## config.mk

```make
export PLATFORM = sky130hd
export DESIGN_NAME = yps_queue
export DESIGN_NICKNAME = d
export VERILOG_FILES = /design/src/design/yps_pkg.sv /design/src/design/yps_queue.sv
export SDC_FILE = /design/constraint.sdc
export NUM_CORES = 1
export LEC_CHECK = 0
export BUFFER_PORTS_ARGS = -buffer_cell sky130_fd_sc_hd__buf_2
export CORE_MARGIN = 3
export CORE_UTILIZATION = 63
export CTS_BUF_LIST = sky130_fd_sc_hd__clkbuf_8
export DETAILED_ROUTE_END_ITERATION = 8
export HOLD_SLACK_MARGIN = 0.06
export PLACE_DENSITY = 0.87
export SYNTH_ARGS = -nofsm -noshare
export SYNTH_HDL_FRONTEND = slang
export SYNTH_SLANG_ARGS = --single-unit
export TNS_END_PERCENT = 1
```

## constraint.sdc

```tcl
create_clock -name clk -period 5.84 [get_ports clk]
set_clock_uncertainty 0.05 [all_clocks]
set_input_delay 1.752 -clock clk [delete_from_list [all_inputs] [get_ports clk]]
set_output_delay 1.752 -clock clk [all_outputs]
set_load 0.05 [all_outputs]
```

## src/design/yps_pkg.sv

```systemverilog
// Package for the YUV packet stream to RGB converter.
// Holds widths, register indexes, format codes, queue word type and coefficient ROMs.
// No dependencies.
package yps_pkg;

    localparam int FRAC_BITS        = 10;
    localparam int MAX_PACKET_BYTES = 4096;

    localparam int PB_W   = 13;
    localparam int GPP_W  = $clog2(MAX_PACKET_BYTES / 3 + 1);
    localparam int TERM_W = FRAC_BITS + 10;
    localparam int SUM_W  = FRAC_BITS + 11;

    localparam int QDEPTH = 4;
    localparam int QA_W   = $clog2(QDEPTH);

    // configuration register indexes
    localparam logic [1:0] CFG_PIXEL_FORMAT  = 2'd0;
    localparam logic [1:0] CFG_STRIP_HEADERS = 2'd1;
    localparam logic [1:0] CFG_PACKET_BYTES  = 2'd2;

    // pixel format codes
    localparam logic [1:0] FMT_422 = 2'd0;
    localparam logic [1:0] FMT_444 = 2'd1;
    localparam logic [1:0] FMT_411 = 2'd2;

    localparam logic [2:0] GLEN_422 = 3'd4;
    localparam logic [2:0] GLEN_444 = 3'd3;
    localparam logic [2:0] GLEN_411 = 3'd6;

    localparam logic [3:0] HDR_SKIP     = 4'd4;
    localparam logic [3:0] TRAILER_SKIP = 4'd7;
    localparam int         STRIP_BYTES  = 8;

    // floor(x/3) = (x * RECIP3) >> RECIP3_SH for x below 2^16
    localparam int RECIP3    = 43691;
    localparam int RECIP3_SH = 17;

    localparam int PB_RESET = 1024;
    localparam logic [GPP_W-1:0] GPP_RESET = GPP_W'((PB_RESET - STRIP_BYTES) / 4);

    localparam int K_Y  = 1164;
    localparam int K_RV = 1596;
    localparam int K_GV = -813;
    localparam int K_GU = -391;
    localparam int K_BU = 2018;

    typedef struct packed {
        logic [1:0]    pixel_format;
        logic          strip_headers;
        logic [PB_W-1:0] packet_bytes;
    } cfg_t;

    typedef struct packed {
        logic [7:0] luma;
        logic [7:0] u;
        logic [7:0] v;
        logic       last;
    } pix_req_t;

    typedef struct packed {
        logic     wr0;
        logic     wr1;
        pix_req_t req0;
        pix_req_t req1;
    } queue_wr_t;

    typedef logic signed [TERM_W-1:0] term_tab_t [256];

    function automatic term_tab_t build_tab(input int k, input bit luma);
        term_tab_t t;
        longint    d;
        longint    p;
        int        i;
        for (i = 0; i < 256; i++)
        begin
            if (luma)
                d = (i > 16) ? longint'(i - 16) : 64'sd0;
            else
                d = longint'(i - 128);
            p = longint'(k) * d * (longint'(1) <<< FRAC_BITS);
            if (p < 0)
                p = -((-p) / 1000);
            else
                p = p / 1000;
            t[i] = TERM_W'(p);
        end
        return t;
    endfunction

    localparam term_tab_t Y_TAB  = build_tab(K_Y, 1'b1);
    localparam term_tab_t RV_TAB = build_tab(K_RV, 1'b0);
    localparam term_tab_t GV_TAB = build_tab(K_GV, 1'b0);
    localparam term_tab_t GU_TAB = build_tab(K_GU, 1'b0);
    localparam term_tab_t BU_TAB = build_tab(K_BU, 1'b0);

endpackage

```

## src/design/yps_queue.sv

```systemverilog
// Short request queue between front end and converter; takes up to two words a cycle.
// Depends on yps_pkg.
module yps_queue import yps_pkg::*;
(
    input  logic      clk,
    input  logic      rst_n,
    input  queue_wr_t qwr,
    output logic      room,
    output logic      rd_valid,
    output pix_req_t  rd_data,
    input  logic      pop
);

    pix_req_t          mem_reg [QDEPTH];
    logic [QA_W-1:0]   wr_ptr_reg, wr_ptr_next;
    logic [QA_W-1:0]   rd_ptr_reg, rd_ptr_next;
    logic [QA_W:0]     count_reg, count_next;
    logic [QA_W-1:0]   wr_ptr_p1;

    assign room      = count_reg <= (QA_W + 1)'(QDEPTH - 2);
    assign rd_valid  = count_reg != '0;
    assign rd_data   = mem_reg[rd_ptr_reg];
    assign wr_ptr_p1 = wr_ptr_reg + QA_W'(1);

    always_comb
    begin
        wr_ptr_next = wr_ptr_reg + QA_W'(qwr.wr0) + QA_W'(qwr.wr1);
        rd_ptr_next = rd_ptr_reg + QA_W'(pop);
        count_next  = count_reg + (QA_W + 1)'(qwr.wr0) + (QA_W + 1)'(qwr.wr1)
                    - (QA_W + 1)'(pop);
    end

    always_ff @(posedge clk)
    begin
        if (qwr.wr0)
            mem_reg[wr_ptr_reg] <= qwr.req0;
        if (qwr.wr1)
            mem_reg[wr_ptr_p1] <= qwr.req1;
    end

    always_ff @(posedge clk or negedge rst_n)
    begin
        if (!rst_n)
        begin
            wr_ptr_reg <= '0;
            rd_ptr_reg <= '0;
            count_reg  <= '0;
        end
        else
        begin
            wr_ptr_reg <= wr_ptr_next;
            rd_ptr_reg <= rd_ptr_next;
            count_reg  <= count_next;
        end
    end

endmodule

```

==> metrics <==
1st-iter DRT viols 95; Total GRT Usage 23.1%; Remaining DRCs 0; Core Region 0.00789 mm2; combinational share of power 46.2%; Period Utilization, post-route 68.8%; clk sinks 107; Hold Vio Cnt, Final 0; P_sw 1.37 mW; DIE HEIGHT 96.9 um; CP required 4.04 ns; largest net degree at the start of global routing 27; Initial Util 66.0%; DIE WIDTH 96.9 um; # placed instances 445; Detailed Route WL 10,300 um; Detail Route Antenna Nets 0; Post-CTS Setup Inserts 0; sequential power share 40.5%; Hold Buf Count CTS 0; Root Driver clkbuf_8; Synth Register Bits 107; power per cell area 548 mW/mm2; vias per inst 6.16; Routed wire per std cell 22.3 um; ant diodes 0; Unique masters post-synth 23; Max Root-Sink Buffers 2; Hold Worst Slack 0.544 ns; first-pass GRT wire length 16,500 um; share of layout cells above drive strength 1 64.6%; clock share of power 13.3%; crit path buf inv count 1; Synth-to-Final Area Change 13.0%; Top Family by Delay on Critical Path flip-flops; syn_nets 337; initial antenna violation count 0; RePlAce Congestion 0.743; GRT Residual Overflow 0; port bufs 81; row count 32; max reg flops 100; vias in the first global route 3,149; count of pins over their slew limit 0; DR vias 2,840; slowest stage delay, CP 0.99 ns; max cap viols 0; Max FO, Critical Path 26; static leakage 2.14 nW; Worst setup EP type output pin; H-tree lvl count 3; crit path DAT 2.22 ns; Mapped Cells 276; CTS tree yes; drt first pass iters 4; maximum clock rate 249 MHz; TNS Setup 0 ns; TritonCTS Buffers 9; io pins 82; RSZ-0062 raised after global routing false; Mapped Area 0.00521 mm2; Power Internal 1.86 mW; Startpoint Class flip-flop; YS warnings 0; DIE AREA 0.00939 mm2; Worst-Skew Late Latency 0.37 ns; Final Non-Filler Cells 461; Seq/Total Area, Yosys 61.0%; Final #Nets 415; CP max-delay cell dfrtp_2; Cell Chain, Critical Path mux4_2 > buf_2; Tmin final 4.02 ns; endpoints failing setup 0; Crit Path Class reg2out; status finished clean; post-CTS sizing 0; HP Class reg2reg; Mapped Avg Cell Area 18.9 um2; Worst-Margin Slew 0.911 ns; Worst-path clk slew 0.10 ns; Switching Share 42.5%; Total Power 3.23 mW; relative slew slack 39.2%; worst vdd ir 0.000383 V; detailed placement HPWL 6550 um
-- worst reg2reg max path: cells and delay by family (launching register included) --
| family | cells | cell delay [ns] |
|---|---|---|
| simple gates | 1 | 0.80 |
| compound gates | 1 | 0.64 |
| flops | 1 | 0.56 |
-- cells in the final DEF (no fill, tap or decap), types with 2 or more instances in the layout --
master / instances
edfxtp_1: 100
mux2_2: 99
buf_2: 81
mux4_2: 25
clkbuf_8: 9
inv_1: 6
dfrtp_1: 6
fa_1: 3
ha_1: 3
clkinv_4: 3
nand3b_2: 2
nor2_4: 2
o21ai_4: 2
xor2_1: 2
inv_8: 2
buf_4: 2
-- cells by family after synthesis --
| family | after synthesis | synth area share, % |
|---|---|---|
| muxes | 126 | 32.6 |
| DFF | 107 | 61.0 |
| buffers and inverters | 22 | 2.26 |
| and+or+nand+nor | 9 | 1.39 |
| adders and majority gates | 6 | 1.87 |
| AOI/OAI and AO/OA | 3 | 0.336 |
| xor gates and xnor gates | 3 | 0.505 |
-- stage by stage --
stage                     utilization [%]  cell area, um2  setup slack [ns]
after CTS                            74.6            5890              1.75
after floorplan                         -            5210              1.74
after global placement               72.3            5700              2.19
after detailed placement             72.3            5700              2.13
after global routing                 74.6            5890              1.66
final                                74.6            5890              1.82
-- power groups by stage --
| stage | logic, mW | clock network, mW | registers (mW) |
|---|---|---|---|
| 3_3_place_gp | 1.47 | 0 | 1.31 |
| 4_1_cts | 1.51 | 0.436 | 1.31 |
| 5_1_grt | 1.56 | 0.465 | 1.34 |
| 6_report | 1.49 | 0.428 | 1.31 |
| 3_5_place_dp | 1.50 | 0 | 1.33 |
| 2_1_floorplan | 1.26 | 0 | 1.23 |
-- synthesized netlist by cell type, drive strengths merged --
master / instances / area (um2)
fa: 3 / 60.1
nand3: 1 / 10.0
edfxtp: 100 / 3000
a21o: 1 / 7.51
mux4: 25 / 563
mux2: 100 / 1130
o21ai: 2 / 10.0
buf: 15 / 91.3
ha: 3 / 37.5
inv: 6 / 22.5
xor2: 2 / 17.5
mux2i: 1 / 10.0
nand2: 1 / 3.75
nor3b: 1 / 18.8
nand2b: 1 / 6.26
nor2: 3 / 11.3
xnor2: 1 / 8.76
clkbuf: 1 / 3.75
dfrtp: 7 / 175
nand3b: 2 / 22.5
-- cell type report --
type,instances,area [um2]
inverter,6,22.5
fill,485,2000
clock inverter,7,61.3
timing repair buffer,83,420
tap,102,128
sequential,107,3180
clock buffer,9,124
multi-input combinational,147,1950
-- metal layers --
layer	vias up	wire, um	global-route usage (%)
met5	-	0	0
met4	0	128	5.94
met3	10	503	5.26
met2	78	5640	41.8
met1	1476	4030	27.9
li1	1276	-	-
-- path summary, 6_finish.rpt --
path                                         start                       end  slack [ns]  depth (start not counted)
setup / recovery           rd_ptr_reg[0]$_DFF_PN0_               rd_data[24]        1.82                          2
hold / removal              count_reg[0]$_DFF_PN0_    count_reg[0]$_DFF_PN0_        0.54                          1
setup reg to reg           wr_ptr_reg[1]$_DFF_PN0_  mem_reg[2][10]$_DFFE_PP_        3.41                          2
hold reg to reg             count_reg[0]$_DFF_PN0_    count_reg[0]$_DFF_PN0_        0.54                          1
max in group asynchronous                    rst_n   rd_ptr_reg[0]$_DFF_PN0_        4.43                          1
min in group asynchronous                    rst_n    count_reg[2]$_DFF_PN0_        1.14                          1
Note: power is estimated with default switching activity, not from simulation.
